<file path="config.mk">
export PLATFORM = sky130hd
export DESIGN_NAME = sexpr_stream_chunk_splitter_core
export DESIGN_NICKNAME = d
export VERILOG_FILES = /design/src/sv/sscs_pkg.sv /design/src/sv/sscs_scan.sv /design/src/sv/sexpr_stream_chunk_splitter_core.sv
export SDC_FILE = /design/constraint.sdc
export NUM_CORES = 1
export LEC_CHECK = 0
export BUFFER_PORTS_ARGS = -buffer_cell sky130_fd_sc_hd__buf_2
export CORE_UTILIZATION = 65
export CTS_BUF_LIST = sky130_fd_sc_hd__clkbuf_2
export CTS_CLUSTER_SIZE = 40
export DETAILED_ROUTE_END_ITERATION = 10
export PLACE_DENSITY = 0.83
export SLEW_MARGIN = 20
export SYNTH_ARGS = -nofsm -noshare
export SYNTH_HDL_FRONTEND = slang
export SYNTH_SLANG_ARGS = --single-unit
</file>
<file path="constraint.sdc">
create_clock -name clk_i -period 8.4 [get_ports clk_i]
set_input_delay 0.42 -clock clk_i [delete_from_list [all_inputs] [get_ports clk_i]]
set_output_delay 0.42 -clock clk_i [all_outputs]
set_load 0.005 [all_outputs]
</file>
<file path="src/sv/sscs_pkg.sv">
// Package for the s-expression chunk splitter.
// Holds scanner state codes, byte constants and the result beat type.
// No dependencies.
`timescale 1ns / 1ps

package sscs_pkg;

  localparam int unsigned KibW   = 22;
  localparam int unsigned KibSh  = 10;  // 1024 bytes per KiB
  localparam int unsigned LimitW = KibW + KibSh;

  localparam logic [KibW-1:0] KibReset = 22'd65536;

  localparam logic [7:0] ChOpen   = 8'h28;
  localparam logic [7:0] ChClose  = 8'h29;
  localparam logic [7:0] ChSemi   = 8'h3B;
  localparam logic [7:0] ChNl     = 8'h0A;
  localparam logic [7:0] ChBslash = 8'h5C;
  localparam logic [7:0] ChDquote = 8'h22;
  localparam logic [7:0] ChSquote = 8'h27;

  typedef enum logic [3:0] {
    ModeText = 4'b0001,
    ModeStr  = 4'b0010,
    ModeEsc  = 4'b0100,
    ModeCmt  = 4'b1000
  } scan_mode_e;

  typedef struct packed {
    logic [7:0]  out_byte;
    logic [15:0] chunk_index;
    logic        chunk_start;
    logic        stray_close;
    logic [15:0] nest_depth;
  } result_t;

endpackage

</file>
<file path="src/sv/sscs_scan.sv">
// Scanner state for the chunk splitter: mode, depth, byte and chunk counters.
// Produces the result beat for the byte presented; state advances on step_i.
// Depends on sscs_pkg.
`timescale 1ns / 1ps

module sscs_scan import sscs_pkg::*; #(
  parameter int unsigned DEPTH_BITS = 16,
  parameter int unsigned COUNT_BITS = 32,
  parameter int unsigned CHUNK_BITS = 16
) (
  input  logic            clk_i,
  input  logic            rst_ni,
  input  logic            step_i,
  input  logic [7:0]      byte_i,
  input  logic [KibW-1:0] min_kib_i,
  output result_t         result_o
);

  localparam int unsigned CmpW  = (COUNT_BITS > LimitW) ? COUNT_BITS : LimitW;
  localparam int unsigned DepXW = (DEPTH_BITS > 16) ? DEPTH_BITS : 16;
  localparam int unsigned ChkXW = (CHUNK_BITS > 16) ? CHUNK_BITS : 16;

  scan_mode_e            mode_q, mode_d;
  logic                  squote_q, squote_d;
  logic [DEPTH_BITS-1:0] depth_q, depth_d;
  logic [COUNT_BITS-1:0] bytes_q, bytes_d;
  logic [CHUNK_BITS-1:0] chunk_q, chunk_d;

  logic [COUNT_BITS-1:0] bytes_inc;
  logic [LimitW-1:0]     limit;
  logic                  is_text, is_open, is_close, split, stray;
  logic [7:0]            quote_ch;
  logic [DepXW-1:0]      depth_ext;
  logic [ChkXW-1:0]      chunk_ext;

  always_comb begin
    bytes_inc = (bytes_q != '1) ? bytes_q + 1'b1 : bytes_q;
    limit     = {min_kib_i, {KibSh{1'b0}}};
    is_text   = (mode_q == ModeText);
    is_open   = is_text && (byte_i == ChOpen);
    is_close  = is_text && (byte_i == ChClose);
    split     = is_open && (depth_q == '0) && (CmpW'(bytes_inc) > CmpW'(limit));
    stray     = is_close && (depth_q == '0);
    quote_ch  = squote_q ? ChSquote : ChDquote;

    bytes_d = split ? '0 : bytes_inc;
    chunk_d = (split && chunk_q != '1) ? chunk_q + 1'b1 : chunk_q;

    depth_d = depth_q;
    if (is_open && depth_q != '1) begin
      depth_d = depth_q + 1'b1;
    end else if (is_close && depth_q != '0) begin
      depth_d = depth_q - 1'b1;
    end

    mode_d   = mode_q;
    squote_d = squote_q;
    case (mode_q)
      ModeText: begin
        if (byte_i == ChDquote || byte_i == ChSquote) begin
          mode_d   = ModeStr;
          squote_d = (byte_i == ChSquote);
        end else if (byte_i == ChSemi) begin
          mode_d = ModeCmt;
        end
      end
      ModeStr: begin
        if (byte_i == ChBslash) begin
          mode_d = ModeEsc;
        end else if (byte_i == quote_ch) begin
          mode_d = ModeText;
        end
      end
      ModeEsc: begin
        mode_d = ModeStr;
      end
      ModeCmt: begin
        if (byte_i == ChNl) begin
          mode_d = ModeText;
        end
      end
      default: begin
        mode_d = ModeText;
      end
    endcase

    depth_ext = DepXW'(depth_d);
    chunk_ext = ChkXW'(chunk_d);

    result_o.out_byte    = byte_i;
    result_o.chunk_index = chunk_ext[15:0];
    result_o.chunk_start = split;
    result_o.stray_close = stray;
    result_o.nest_depth  = depth_ext[15:0];
  end

  always_ff @(posedge clk_i or negedge rst_ni) begin
    if (!rst_ni) begin
      mode_q   <= ModeText;
      squote_q <= 1'b0;
      depth_q  <= '0;
      bytes_q  <= '0;
      chunk_q  <= '0;
    end else if (step_i) begin
      mode_q   <= mode_d;
      squote_q <= squote_d;
      depth_q  <= depth_d;
      bytes_q  <= bytes_d;
      chunk_q  <= chunk_d;
    end
  end

endmodule

</file>
<file path="src/sv/sexpr_stream_chunk_splitter_core.sv">
// Top level of the s-expression chunk splitter: threshold register,
// scanner and a two-entry output buffer. Depends on sscs_pkg, sscs_scan.
`timescale 1ns / 1ps

// Usage:
//   Input channel: one text byte per beat on data_byte_i (in_valid_i/in_ready_o).
//   Output channel: one result beat per input byte (out_valid_o/out_ready_i),
//   carrying the byte, its chunk index, chunk start and stray close flags and
//   the nesting depth after the byte.
//   Config channel: cfg_data_i sets the minimum chunk size in KiB; ready is
//   always high. Write only while the block is idle.
// Path: an accepted byte is registered into the output register, or into the
//   skid entry while that register holds a result. Throughput: one byte per
//   cycle while out_ready_i is high, set by the scanner and output registers.
// Stall: results sit in an output register plus one skid entry, so a byte is
//   still accepted in the cycle the receiver first stalls; in_ready_o drops
//   only once both entries hold results.
// Reset: rst_ni (async, active low) puts the scanner in plain text at depth
//   zero, clears byte and chunk counters, empties the output buffer and sets
//   the threshold to 65536 KiB.

module sexpr_stream_chunk_splitter_core import sscs_pkg::*; #(
  parameter int unsigned DEPTH_BITS = 16,
  parameter int unsigned COUNT_BITS = 32,
  parameter int unsigned CHUNK_BITS = 16
) (
  input  logic            clk_i,
  input  logic            rst_ni,
  input  logic            cfg_valid_i,
  output logic            cfg_ready_o,
  input  logic [KibW-1:0] cfg_data_i,
  input  logic            in_valid_i,
  output logic            in_ready_o,
  input  logic [7:0]      data_byte_i,
  output logic            out_valid_o,
  input  logic            out_ready_i,
  output logic [7:0]      out_byte_o,
  output logic [15:0]     chunk_index_o,
  output logic            chunk_start_o,
  output logic            stray_close_o,
  output logic [15:0]     nest_depth_o
);

  logic [KibW-1:0] min_kib_q;
  result_t         res, out_q, skid_q;
  logic            out_valid_q, skid_valid_q;
  logic            push, pop, load_out;

  assign cfg_ready_o = 1'b1;
  assign in_ready_o  = !skid_valid_q;
  assign push        = in_valid_i && in_ready_o;
  assign pop         = out_valid_q && out_ready_i;
  // byte goes straight to the output register when it is free this cycle
  assign load_out    = !out_valid_q || (pop && !skid_valid_q);

  always_ff @(posedge clk_i or negedge rst_ni) begin
    if (!rst_ni) begin
      min_kib_q <= KibReset;
    end else if (cfg_valid_i) begin
      min_kib_q <= cfg_data_i;
    end
  end

  sscs_scan #(
    .DEPTH_BITS(DEPTH_BITS),
    .COUNT_BITS(COUNT_BITS),
    .CHUNK_BITS(CHUNK_BITS)
  ) u_scan (
    .clk_i    (clk_i),
    .rst_ni   (rst_ni),
    .step_i   (push),
    .byte_i   (data_byte_i),
    .min_kib_i(min_kib_q),
    .result_o (res)
  );

  always_ff @(posedge clk_i or negedge rst_ni) begin
    if (!rst_ni) begin
      out_valid_q  <= 1'b0;
      skid_valid_q <= 1'b0;
    end else begin
      if (push && load_out) begin
        out_valid_q <= 1'b1;
      end else if (pop && !skid_valid_q) begin
        out_valid_q <= 1'b0;
      end
      if (push && !load_out) begin
        skid_valid_q <= 1'b1;
      end else if (pop && skid_valid_q) begin
        skid_valid_q <= 1'b0;
      end
    end
  end

  always_ff @(posedge clk_i) begin
    if (pop && skid_valid_q) begin
      out_q <= skid_q;
    end else if (push && load_out) begin
      out_q <= res;
    end
    if (push && !load_out) begin
      skid_q <= res;
    end
  end

  assign out_valid_o   = out_valid_q;
  assign out_byte_o    = out_q.out_byte;
  assign chunk_index_o = out_q.chunk_index;
  assign chunk_start_o = out_q.chunk_start;
  assign stray_close_o = out_q.stray_close;
  assign nest_depth_o  = out_q.nest_depth;

endmodule

</file>
---- Word level (Yosys, flattened, before mapping) ----
Cells that the tools add are included.
storage, ports and cells
  flip-flop bits (word level) ............. 177
  input port bits ......................... 35
  output and inout port bits .............. 45
  logic and storage cells ................. 85
cells by class
  add/sub/neg operators ................... 4
  magnitude comparators ................... 1
  equality and inequality tests ........... 18
  mux-type cells .......................... 18
  reduce and logical (&&, ||, !) cells .... 26
operators with widths
  cell                                                number
  two-way mux 42 bit                                  2
  two-way mux 32 bit                                  2
  two-way mux 16 bit                                  3
  == test 8 x 6 -> 1 bit, second input constant       5
  adder 16 x 1 -> 16 bit, second input constant       2
  adder 32 x 1 -> 32 bit, second input constant       1
  > comparator 32 bit                                 1
  != test 16 bit, second input constant               2
  != test 32 bit, second input constant               1
  two-way mux 4 bit                                   5
  logical NOT 16 bit                                  1
  one-hot mux 4 bit (4 select lines)                  1
  nonzero test 16 bit                                 1
  subtractor 16 x 1 -> 16 bit, second input constant  1
  logical AND 1 bit                                   14
  == test 8 x 4 -> 1 bit, second input constant       1
  == test 8 x 7 -> 1 bit, second input constant       1
  == test 8 bit                                       1
  nonzero test 2 bit                                  3
  == test 4 x 1 -> 1 bit, second input constant       1
  == test 4 x 2 -> 1 bit, second input constant       1
  == test 4 x 3 -> 1 bit, second input constant       1
  == test 4 bit, second input constant                1
  two-way mux 1 bit                                   4
  8 further kinds                                     11

---- Logic depth before layout (Yosys ltp) ----
Gate-level depths: netlist of the first run.
  word-level depth ........................ 8
  depth in mapped cells ................... 19
  gate-level depth less buffers ........... 16

---- Modules after synthesis ----
A second synthesis of the first run with hierarchy kept.
unflattened totals
  cells, all modules ...................... 894
  area total of the unflattened synthesis .. 9,935.8 µm²
by module, submodules not included
  module                            instances  cells an instance  area an instance (µm²)  seq. area each (µm²)
  sscs_scan                         1          702                5,799.3                 1,727.9
  sexpr_stream_chunk_splitter_core  1          192                4,136.5                 3,124.2

---- Worst setup path after synthesis of the first run ----
No wires, ideal clock.
  kind .................................... flip-flop to flip-flop
  from .................................... register u_scan.bytes_q[4]
  to ...................................... register skid_q[19] in the netlist's numbering (data pin)
  setup time .............................. 0.262 ns
  data arrival time ....................... 4.510 ns
  data required time ...................... 8.138 ns
  setup slack ............................. 3.627 ns
  cell stages (with the launch flop) ...... 18
  path buffers ............................ 3
  clock period less this slack ............ 4.773 ns
  path through ............................ dfrtp_1 -> buf_2 -> nand4_1 -> nor4_2 -> o2111a_1 -> clkbuf_1 -> nand3_1 -> nor2_1 -> xor2_1 -> ha_1 -> nand4_1 -> nor4_1 -> nand4_1 -> or4_1 -> o311ai_1 -> buf_2 -> nor3b_1 -> or2_2
RTL lines
  what                    RTL line                                 RTL
  from (decl)             sscs_scan.sv:26                          logic [COUNT_BITS-1:0] bytes_q, bytes_d;
  from (signal assigned)  sscs_scan.sv:108                         bytes_q <= bytes_d;
  to (signal assigned)    sexpr_stream_chunk_splitter_core.sv:102  skid_q <= res;
  to (decl)               sexpr_stream_chunk_splitter_core.sv:45   result_t res, out_q, skid_q;

---- Final worst setup path of the first run ----
  from .................................... register u_scan.bytes_q[3]
  to ...................................... register u_scan.bytes_q[14]
between the ends
  word-level cells in the longest chain between the ends .. 5
  elaborated cells on any way between the ends .. 6
  classes of those cells .................. add/sub: 1; order compare: 1; eq/ne: 1; mux: 2; reduce/logical: 1
ends and longest elaborated chain
  what                                                      RTL line         RTL
  adder 32 x 1 -> 32 bit or != test 32 bit (tied branches)  sscs_scan.sv:37  bytes_inc = (bytes_q != '1) ? bytes_q + 1'b1 : bytes_q;
  two-way mux 32 bit *                                      sscs_scan.sv:37
  > comparator 32 bit                                       sscs_scan.sv:42  split = is_open && (depth_q == '0) && (CmpW'(bytes_inc) > CmpW'(limit));
  logical AND 1 bit                                         sscs_scan.sv:42
  two-way mux 32 bit *                                      sscs_scan.sv:46  bytes_d = split ? '0 : bytes_inc;
Every way passes the cells marked *; elsewhere a longest branch is shown, timed or not.
A chain may end at the register's enable or synchronous reset.

==> results of run 1 <==
## critical path, stage by stage (launching register included)
cell,delay [ns]
dfrtp_1,0.53
nand4_1,0.30
nor4_2,0.74
o2111ai_1,0.38
nor2_1,0.32
nand4_1,0.22
xnor2_1,0.20
ha_1,0.31
nand4_1,0.20
nor4_1,0.56
nand4_1,0.15
or4_1,0.57
o311ai_4,0.47
buf_4,0.35
and2_1,0.40
a22o_1,0.21
## cells in the mapped netlist, types with 3 or more instances
library cell | count | area share [%]
nand2b_1 | 5 | 0.33
nand4b_1 | 4 | 0.37
nand3b_1 | 3 | 0.24
or3_1 | 14 | 0.92
a21oi_1 | 27 | 1.4
nor3_1 | 26 | 1.4
inv_1 | 41 | 1.6
nand4_1 | 23 | 1.5
nand3_1 | 39 | 2.1
mux2i_1 | 5 | 0.53
o31ai_1 | 7 | 0.55
or4_1 | 13 | 1.0
o21a_1 | 8 | 0.63
nand2_1 | 142 | 5.6
mux2_2 | 15 | 1.8
or2_2 | 4 | 0.26
xnor2_1 | 33 | 3.0
and2_1 | 6 | 0.39
o2111ai_1 | 4 | 0.37
and4_1 | 6 | 0.55
buf_2 | 7 | 0.37
a31oi_1 | 20 | 1.3
o22ai_1 | 5 | 0.33
dfrtp_1 | 91 | 24
a41oi_1 | 3 | 0.28
a21o_1 | 13 | 1.0
clkbuf_1 | 41 | 1.6
o21ai_0 | 54 | 2.8
nor2_1 | 62 | 2.4
a22o_1 | 9 | 0.83
edfxtp_1 | 84 | 27
xor2_1 | 34 | 3.1
ha_1 | 26 | 3.4
nor4_1 | 15 | 0.99
nor4b_1 | 4 | 0.37
nor2b_1 | 5 | 0.33
and3_1 | 15 | 0.99
## cells by family after synthesis
kind of cell,Yosys count
other,1
and+or+nand+nor,397
adders and majority gates,26
buffers and inverters,93
DFF,177
AOI/OAI and AO/OA,176
xor gates and xnor gates,67
muxes,21
## layout by cell type, fill, tap and decap left out, types with 6 or more instances in the layout
master           n
buf_2           77
or3_1           14
xor2_1          34
nand3_1         38
edfxtp_1        84
xnor2_1         33
ha_1            26
nor4_1          15
a21oi_1         26
mux2_2          15
and2_1           6
inv_1           41
o21ai_0         54
clkbuf_2        20
o21a_1           8
a22o_1           9
o31ai_1          7
and3_1          14
or4_1           13
and4_1           6
a21o_1          13
dlygate4sd3_1   34
buf_4            8
nand4_1         23
nor2_1          62
dfrtp_1         91
nor3_1          26
a31oi_1         20
nand2_1        141
## report_power, final
| part | total, W | switching (W) | internal [W] |
|---|---|---|---|
| sequential | 0.00116 | 0.0000740 | 0.00108 |
| combinational | 0.000512 | 0.000321 | 0.000190 |
| clock | 0.000448 | 0.000307 | 0.000142 |
## layout make-up
| type | count | share of cell area (%) |
|---|---|---|
| repair buffers | 120 | 7.66 |
| flip-flops and latches | 177 | 45.7 |
| clock inverters | 12 | 1.27 |
| multi-input cells | 688 | 40.9 |
| clock buffers | 20 | 0.942 |
| well taps | 180 | 2.12 |
| diodes | 1 | 0.0236 |
| inverters | 41 | 1.45 |
## registers in the layout, indices dropped and copies added, names as in the netlist, 4 cells and up
signal          cells
u_scan.mode_q       4
u_scan.bytes_q     32
nest_depth_o       16
u_scan.chunk_q     16
skid_q             42
chunk_index_o      16
out_byte_o          8
min_kib_q          22
u_scan.depth_q     16
## layer usage
| layer | track usage (%) | vias up | share of wire [%] |
|---|---|---|---|
| met2 | 50.7 | 277 | 49 |
| met3 | 5.07 | 38 | 4.7 |
| li1 | - | 3651 | - |
| met4 | 12.1 | 0 | 2.1 |
| met1 | 38.4 | 3610 | 44 |
| met5 | 0 | - | 0 |
## metrics by stage
| step | util, % | std cells | setup WS (ns) |
|---|---|---|---|
| detailed placement | 71.1 | 1171 | 2.60 |
| finish | 75.4 | 1239 | 2.45 |
| CTS | 75.2 | 1237 | 2.54 |
| floorplan | - | 958 | 3.63 |
| global placement | 71.1 | 1171 | 2.82 |
| global route | 75.4 | 1239 | 1.86 |
## worst max-delay path by stage
stage                    endpoint  slack (ns)  cells after the start
2_1_floorplan          skid_q[19]        3.63                     17
3_3_place_gp    u_scan.bytes_q[5]        2.82                     15
3_5_place_dp   u_scan.bytes_q[14]        2.60                     15
4_1_cts        u_scan.bytes_q[14]        2.54                     15
5_1_grt         u_scan.bytes_q[5]        1.86                     15
6_report       u_scan.bytes_q[14]        2.45                     15
## what timing repair did
| action | 4_1_cts | 5_1_grt |
|---|---|---|
| hold endpoints to repair | 51 | 0 |
| setup buffers | 0 | 0 |
| hold buffers | 34 | 0 |
==> reports/results.ini, run 1 <==
[floorplanning]
die_w_um=123
rows=43
die_h_um=123
fp.dieArea_um2=15100
core-area_um2=14100
start_util_pct=67.5
ioPinCount=80

[synth]
synth_top_family_by_area=simple AND/OR/NAND/NOR gates
synth_cells=958
async_flop_share_pct=52.5
ys_types=73
synthesis.nets=1019
synth_edf_count=84
ys.flop_type=dfrtp_1
avgSynthCellArea_um2=9.93
yosys.area_share.adder_pct=3.42
yosysSeqAreaShare_pct=51.0
synthSimpleGateAreaFrac_pct=20.9
ys_warn_count=0
synth-seq-cells=177
synth_compound_area_share_pct=12.1
synth_mux_area_share_pct=2.42
mappedNetlistArea_um2=9510
synth-xor-area-share_pct=6.17

[clock_tree]
clockRootBuffer=clkbuf_2
cts_buffer_depth=2
cts_tree=built
cts_resized=0
clk_latency_ns=0.79
clk_pin_slew_ns=0.26
cts_max_level=4
numCtsBuffers=17
clock-sinks=177

[hold_path]
min_to=min_kib_q[16]
hold_depth=3
min_from=cfg_valid_i
min_path_type=primary input to flop

[critical_path]
critPathLaunchType=flop
cp_data_required_time_ns=9.14
ff2ff_setup_slack_ns=2.45
reg2regPathDepth=15
crit_type=flop to flop
timing.rr.end=u_scan.bytes_q[14]
crit_start=u_scan.bytes_q[3]
cp.arrival_ns=6.70
path_max_fanout=21
crit_path_end_kind=flop
r2r-start=u_scan.bytes_q[3]

[pwr]
p_total_w=0.00212
power_density_nw_per_um2=199
vdd_ir_drop_max_mv=0.131
total_leakage_power_nw=4.66

[sta]
grt_setup_unrepaired=no
finalHoldWorstSlack_ns=0.0972
worstMarginPinSlew_ns=1.09
fmax_ghz=0.168
setup_tns_ns=0
worst_clock_skew_ns=0.0434
finalCriticalPeriod_ns=5.95
maxSlewHeadroom_pct=27.4
finalCritPeriodShare_pct=70.8
slew_viol_final=0
final_hold_viol_count=0
setup_violations=0

[routing]
ant_nets=0
drt_wl_total_um=21300
wl_per_cell_um=17.2
drt-pass1-iter-count=7
drcViolationCount=0
vias_per_cell=6.11
vias=7576
drt_iter0_markers=923

[global_route]
globalRouteTotalUtil_pct=30.0
antenna_found_initial=1
grt_pass1_wl_um=34800
grt_start_max_net_pins=80
grt_overflow=0
grt_pass1_vias=7273

[place]
placed_area_um2=10000
gp_congestion=0.947
place_hpwl_um=13900
portBuffers=78

[layout]
nFillCells=1000
syn_to_final_growth_pct=11.7
drive_gt1_share_pct=14.7
final_area_um2=10600
final-seq-area_um2=4850
multi_input_area_um2=4340
layout.nets=1106

[run]
cap_violations=0

[outcome]
status=complete, no violations

(Power assumes the default switching activity.)
==> run 2: changes to the inputs <==
--- a/config.mk
+++ b/config.mk
@@ -5,12 +5,13 @@
 export SDC_FILE = /design/constraint.sdc
 export NUM_CORES = 1
 export LEC_CHECK = 0
+export ABC_AREA = 1
 export BUFFER_PORTS_ARGS = -buffer_cell sky130_fd_sc_hd__buf_2
-export CORE_UTILIZATION = 65
+export CORE_UTILIZATION = 57
 export CTS_BUF_LIST = sky130_fd_sc_hd__clkbuf_2
 export CTS_CLUSTER_SIZE = 40
 export DETAILED_ROUTE_END_ITERATION = 10
-export PLACE_DENSITY = 0.83
+export PLACE_DENSITY = 0.76
 export SLEW_MARGIN = 20
 export SYNTH_ARGS = -nofsm -noshare
 export SYNTH_HDL_FRONTEND = slang
==> constraint.sdc (replaced) <==
create_clock -name clk_i -period 4.9 [get_ports clk_i]
set_input_delay 0.245 -clock clk_i [delete_from_list [all_inputs] [get_ports clk_i]]
set_output_delay 0.245 -clock clk_i [all_outputs]
set_load 0.005 [all_outputs]
==> reports/results.ini, run 2 <==
[layout]
most-common-layout-cells=391 x nand2_1, 124 x inv_1, 92 x nor2_1
largest_reg_flops=42  ; unchanged
layout.nets=1414  ; +28%
nFillCells=1405  ; +41%
drive_gt1_share_pct=11.5  ; -3.3 points
regMostFlops=skid_q
layout_commonest_cell=nand2_1
syn_to_final_growth_pct=15.1
stdcell_count=1587  ; +28%
top_regs=skid_q x42, u_scan.bytes_q x32, min_kib_q x22

[routing]
drt_iter0_markers=725  ; -21%
wl_per_cell_um=14.7  ; -15%
vias_per_cell=5.41  ; -11%
ant_nets=0  ; unchanged
drt-pass1-iter-count=5  ; -2
vias=8592  ; +13%
drcViolationCount=0  ; unchanged
drt_wl_total_um=23300  ; +9.2%

[pwr]
total_leakage_power_nw=5.35  ; +15%
power_density_nw_per_um2=219  ; +10%
p_total_w=0.00251  ; +18%
vdd_ir_drop_max_mv=0.129  ; -1.5%

[clock_tree]
clk_latency_ns=0.78  ; about the same
cts_tree=built
clk_pin_slew_ns=0.24  ; -0.02 ns
cts_resized=0  ; unchanged
postCtsHoldBufs=72  ; +110%
clockRootBuffer=clkbuf_2
cts_buffer_depth=2  ; unchanged
clock-sinks=177  ; unchanged
cts_max_level=4  ; unchanged
cts_setup_buffers=0  ; unchanged
numCtsBuffers=17  ; unchanged

[synth]
yosysSeqAreaShare_pct=48.8  ; -2.2 points
synth-xor-area-share_pct=4.94  ; -1.2 points
synth_most_common_cell=nand2_1
ys.flop_type=dfrtp_1
synth_mux_area_share_pct=0.113  ; -2.3 points
yosysTopAreaCellShare_pct=25.4  ; -1.1 points
yosys.area_share.adder_pct=3.27  ; -0.15 points
synth_cells=1221  ; +27%
synth_commonest_cells=392 x nand2_1, 124 x inv_1, 93 x nor2_1, 91 x dfrtp_1, 87 x o21ai_0
synth_area_leaders=edfxtp_1 25%, dfrtp_1 23%, nand2_1 15%
synth-seq-cells=177  ; unchanged
synth_edf_count=84  ; unchanged
ys_types=42  ; -42%
async_flop_share_pct=52.5  ; unchanged
synth_top_cell_by_area=edfxtp_1
mappedNetlistArea_um2=9940  ; +4.5%
synth_compound_area_share_pct=6.77  ; -5.3 points
avgSynthCellArea_um2=8.14  ; -18%
ys_warn_count=0  ; unchanged
synthesis.nets=1282  ; +26%
synth_top_family_by_area=simple AND/OR/NAND/NOR gates
synthSimpleGateAreaFrac_pct=28.9  ; +8.0 points

[sta]
worstMarginPinSlew_ns=1.05  ; -0.0376 ns
fmax_ghz=0.228  ; +36%
grt_setup_unrepaired=no
maxSlewHeadroom_pct=29.6  ; +2.3 points
setup_tns_ns=0  ; unchanged
finalCritPeriodShare_pct=89.4  ; +19 points
finalCriticalPeriod_ns=4.38  ; -1.57 ns
worst_clock_skew_ns=0.0317  ; -0.0117 ns
fin_ws_ns=0.520  ; -1.93 ns
slew_viol_final=0  ; unchanged
final_hold_viol_count=0  ; unchanged
setup_violations=0  ; unchanged

[hold_path]
min_path_type=primary input to flop
hold_depth=2  ; -1
min_from=cfg_valid_i
min_to=min_kib_q[14]

[global_route]
grt_pass1_vias=8182  ; +12%
antenna_found_initial=1  ; unchanged
globalRouteTotalUtil_pct=27.5  ; -2.6 points
grt_pass1_wl_um=39100  ; +12%
grt_start_max_net_pins=72  ; -10%
grt_overflow=0  ; unchanged

[critical_path]
crit_path_end_kind=flop
critPathLaunchType=flop
reg2regPathDepth=24  ; +9
cp.arrival_ns=5.03  ; -1.67 ns
crit_type=flop to flop
cp_data_required_time_ns=5.55  ; -3.59 ns
timing.rr.end=u_scan.bytes_q[18]
path_max_fanout=31  ; +48%
r2r-start=u_scan.bytes_q[0]
ff2ff_setup_slack_ns=0.52  ; -1.93 ns

[outcome]
status=complete, no violations

[place]
post-place-cells=1482  ; +27%
portBuffers=78  ; unchanged
place_hpwl_um=15400  ; +11%
pre_cts_slack_ns=0.633  ; -1.97 ns
gp_congestion=0.937  ; -1.1%

[floorplanning]
fp.dieArea_um2=18000  ; +19%
start_util_pct=59.1  ; -8.4 points
rows=47  ; +9.3%
core-area_um2=16800  ; +19%
ioPinCount=80  ; unchanged
die_h_um=134  ; +9.0%
die_w_um=134  ; +9.0%

[run]
cap_violations=0  ; unchanged

==> run 2: cell types whose count changed after synthesis, sizes merged, moves of 15 or more <==
| cell | delta |
|---|---|
| nand2 | +265 |
| inv | +87 |
| o21ai | +39 |
| nor2 | +36 |
| xnor2 | -30 |
| nand3 | +27 |
| xor2 | +19 |
| clkbuf | -18 |
| a21oi | -16 |
| and3 | -15 |
| mux2 | -15 |
==> run 2: layout make-up <==
class / instances / area [um^2] / area share [%]
clock inverters: 15 / 159 / 1.39
repair buffers: 157 / 1180 / 10.3
multi-input cells: 869 / 4390 / 38.4
well taps: 220 / 275 / 2.41
flip-flops and latches: 177 / 4850 / 42.4
diodes: 1 / 2.50 / 0.0219
inverters: 131 / 497 / 4.34
clock buffers: 17 / 85.1 / 0.744
==> run 2: critical path, cell delays in order, from the launching register on <==
cell	delay, ns
dfrtp_1	0.48
ha_1	0.23
nand2_1	0.10
nor2_4	0.13
nand2_2	0.10
nor3_1	0.26
nand3_1	0.31
nand4_1	0.24
nor2_1	0.09
xor2_1	0.17
ha_1	0.28
nand2_1	0.05
nor2_1	0.09
and2_1	0.20
nand2_1	0.10
inv_1	0.06
nand2_1	0.07
nand3_1	0.10
nand2_1	0.06
inv_2	0.41
nand2_4	0.11
nand2_4	0.21
clkinv_4	0.19
nand2_1	0.10
o21ai_0	0.08
==> run 2: how the worst max path moves through the flow <==
stage / startpoint / to / slack (ns) / cells after the start
after floorplan: u_scan.bytes_q[0] / chunk_index_o[14] / 1.47 / 21
after global placement: u_scan.bytes_q[0] / u_scan.bytes_q[3] / 0.80 / 24
after detailed placement: u_scan.bytes_q[0] / u_scan.bytes_q[18] / 0.63 / 24
after CTS: u_scan.bytes_q[0] / u_scan.bytes_q[18] / 0.60 / 24
after global routing: u_scan.bytes_q[1] / u_scan.bytes_q[12] / 0.04 / 24
final: u_scan.bytes_q[0] / u_scan.bytes_q[18] / 0.52 / 24
==> run 2: layer usage <==
metal,GRT usage [%],wire [um],up-vias
li1,-,-,4256
met1,36.8,10600,4038
met2,45.5,11000,255
met3,4.16,1130,43
met4,9.74,497,0
met5,0,0,-
==> run 2: cells by family (layout without fill, tap and decap cells) <==
logic type               count (synthesis)  after routing
XOR/XNOR                                56             56
flip-flops                             177            177
AO/OA/AOI/OAI                          128            128
buffers and inverters                  175            320
multiplexers                             1              1
AND/OR/NAND/NOR                        657            657
other                                    1              2
adder cells (fa/ha/maj)                 26             26
==> run 2: metrics by stage <==
stage / hold slack, ns / utilization, % / cell area (um^2)
2_1_floorplan: -0.0506 / - / 9940
3_3_place_gp: 0.228 / 62.2 / 10500
3_5_place_dp: 0.237 / 62.2 / 10500
4_1_cts: 0.000157 / 68.0 / 11400
5_1_grt: 0.0486 / 68.0 / 11400
6_report: 0.0635 / 68.0 / 11400
==> run 2: power by group <==
part | leakage [nW] | switching (W) | internal [W]
Combinational | 3.45 | 0.0000797 | 0.0000802
Clock | 0.148 | 0.000536 | 0.000241
Sequential | 1.75 | 0.00000474 | 0.00157
Total | 5.35 | 0.000621 | 0.00189
==> run 3: changes to the inputs <==
--- a/config.mk
+++ b/config.mk
@@ -8,7 +8,7 @@
 export ABC_AREA = 1
 export BUFFER_PORTS_ARGS = -buffer_cell sky130_fd_sc_hd__buf_2
 export CORE_UTILIZATION = 57
-export CTS_BUF_LIST = sky130_fd_sc_hd__clkbuf_2
+export CTS_BUF_LIST = sky130_fd_sc_hd__clkbuf_4 sky130_fd_sc_hd__clkbuf_8
 export CTS_CLUSTER_SIZE = 40
 export DETAILED_ROUTE_END_ITERATION = 10
 export PLACE_DENSITY = 0.76
==> reports/results.ini, run 3 (synthesized netlist as in run 2, its figures left out) <==
[sta]
grt_setup_unrepaired=no
fmax_ghz=0.229  ; +0.13%
finalCriticalPeriod_ns=4.37  ; -0.00565 ns
maxSlewHeadroom_pct=29.0  ; -0.58 points
finalHoldWorstSlack_ns=0.0102  ; -0.0533 ns
worst_clock_skew_ns=0.0112  ; -0.0205 ns
finalCritPeriodShare_pct=89.3  ; -0.12 points
setup_violations=0  ; unchanged
final_hold_viol_count=0  ; unchanged
worstMarginPinSlew_ns=1.06  ; +0.00871 ns
setup_tns_ns=0  ; unchanged
slew_viol_final=0  ; unchanged

[layout]
regMostFlops=skid_q
most-common-layout-cells=391 x nand2_1, 124 x inv_1, 92 x nor2_1
layout_commonest_cell=nand2_1
largest_reg_flops=42  ; unchanged
top_regs=skid_q x42, u_scan.bytes_q x32, min_kib_q x22
diodes=0  ; -1
syn_to_final_growth_pct=11.8
final_area_um2=11100  ; -2.8%
multi_input_area_um2=4390  ; unchanged
stdcell_count=1540  ; -3.0%
nFillCells=1436  ; +2.2%
drive_gt1_share_pct=11.8  ; +0.32 points
final-seq-area_um2=4850  ; unchanged
layout.nets=1368  ; -3.3%

[place]
placed_area_um2=10500  ; unchanged
place_hpwl_um=15400  ; unchanged
gp_congestion=0.937  ; unchanged
post-place-cells=1482  ; unchanged
portBuffers=78  ; unchanged

[pwr]
power_density_nw_per_um2=243  ; +11%
vdd_ir_drop_max_mv=0.174  ; +34%
p_total_w=0.00270  ; +7.8%
total_leakage_power_nw=5.22  ; -2.3%

[routing]
drt-pass1-iter-count=7  ; +2
vias=8305  ; -3.3%
ant_nets=0  ; unchanged
drcViolationCount=0  ; unchanged
drt_wl_total_um=22400  ; -4.0%
wl_per_cell_um=14.5  ; -1.1%
drt_iter0_markers=741  ; +2.2%
vias_per_cell=5.39  ; -0.39%

[clock_tree]
cts_buffer_depth=2  ; unchanged
cts_tree=built
clock-sinks=177  ; unchanged
clockRootBuffer=clkbuf_8
clk_latency_ns=0.47  ; -0.31 ns
cts_max_level=4  ; unchanged
numCtsBuffers=17  ; unchanged
cts_setup_buffers=0  ; unchanged
clk_pin_slew_ns=0.09  ; -0.15 ns

[critical_path]
ff2ff_setup_slack_ns=0.53  ; about the same
cp_data_required_time_ns=5.22  ; -0.33 ns
cp.arrival_ns=4.70  ; -0.33 ns
r2r-start=u_scan.bytes_q[1]
crit_type=flop to flop
path_max_fanout=31  ; unchanged
crit_path_end_kind=flop
timing.rr.end=u_scan.bytes_q[18]
reg2regPathDepth=24  ; unchanged
critPathLaunchType=flop

[hold_path]
min_to=min_kib_q[5]
min_path_type=primary input to flop
hold_depth=3  ; +1
min_from=cfg_data_i[5]

[global_route]
antenna_found_initial=0  ; -1
grt_overflow=0  ; unchanged
globalRouteTotalUtil_pct=26.4  ; -1.0 points
grt_pass1_vias=7864  ; -3.9%
grt_pass1_wl_um=37800  ; -3.2%
grt_start_max_net_pins=72  ; unchanged

[run]
cap_violations=0  ; unchanged

[floorplanning]
core-area_um2=16800  ; unchanged
fp.dieArea_um2=18000  ; unchanged
die_w_um=134  ; unchanged
ioPinCount=80  ; unchanged
rows=47  ; unchanged
die_h_um=134  ; unchanged
start_util_pct=59.1  ; unchanged

[outcome]
status=complete, no violations

[run 3: cell count changes in the layout (fill, tap and decap cells not counted), sizes merged]
| cell | change |
|---|---|
| dlygate4sd3 | -45 |
| diode | -1 |
| buf | -1 |
[run 3: metrics by stage]
| stage | worst slack, ns | utilization, % |
|---|---|---|
| floorplan | 1.47 | - |
| global placement | 0.798 | 62.2 |
| detailed placement | 0.633 | 62.2 |
| CTS | 0.611 | 66.1 |
| global route | 0.0718 | 66.1 |
| finish | 0.526 | 66.1 |
[run 3: final cells by class]
cell class	count	area share, %
sequential	177	43.7
inverter	131	4.47
clock inverter	15	1.43
clock buffer	17	2.11
tap	220	2.48
timing repair buffer	111	6.35
multi-input combinational	869	39.5
[run 3: power by group]
group	switching, W	internal, W	total (W)
clock	0.000561	0.000458	0.00102
sequential	0.00000474	0.00156	0.00157
combinational	0.0000690	0.0000486	0.000118
[run 3: repair_timing]
item / in CTS / in global routing
hold endpoints to repair: 59 / 0
resized for setup: 0 / 0
hold buffers: 26 / 0
[run 3: layer usage]
metal  track usage (%)  wire length, um  up-vias
met5                 0                0        -
met4              7.74              341        0
met3              3.55             1030       25
met2              43.4            10700      219
met1              36.6            10300     3907
li1                  -                -     4154
[run 3: how the worst max path moves through the flow]
stage / from / endpoint / depth (start not counted)
after floorplan: u_scan.bytes_q[0] / chunk_index_o[14] / 21
after global placement: u_scan.bytes_q[0] / u_scan.bytes_q[3] / 24
after detailed placement: u_scan.bytes_q[0] / u_scan.bytes_q[18] / 24
after CTS: u_scan.bytes_q[0] / u_scan.bytes_q[18] / 24
after global routing: u_scan.bytes_q[1] / u_scan.bytes_q[12] / 24
final: u_scan.bytes_q[1] / u_scan.bytes_q[18] / 24
[run 3: critical path, stage by stage (launching register included)]
cell and delay, ns:
dfrtp_1 0.44, ha_1 0.23, nand2_1 0.10, nor2_4 0.13, nand2_2 0.10, nor3_1 0.26, nand3_1 0.31, nand4_1 0.24
xor2_1 0.21, inv_1 0.07, ha_1 0.27, nand2_1 0.06, nor2_1 0.15, and2_1 0.14, nand2_1 0.08, inv_1 0.06
nand2_1 0.07, nand3_1 0.10, nand2_1 0.06, inv_2 0.41, nand2_4 0.12, nand2_4 0.21, clkinv_4 0.19, nand2_1 0.10
o21ai_0 0.08
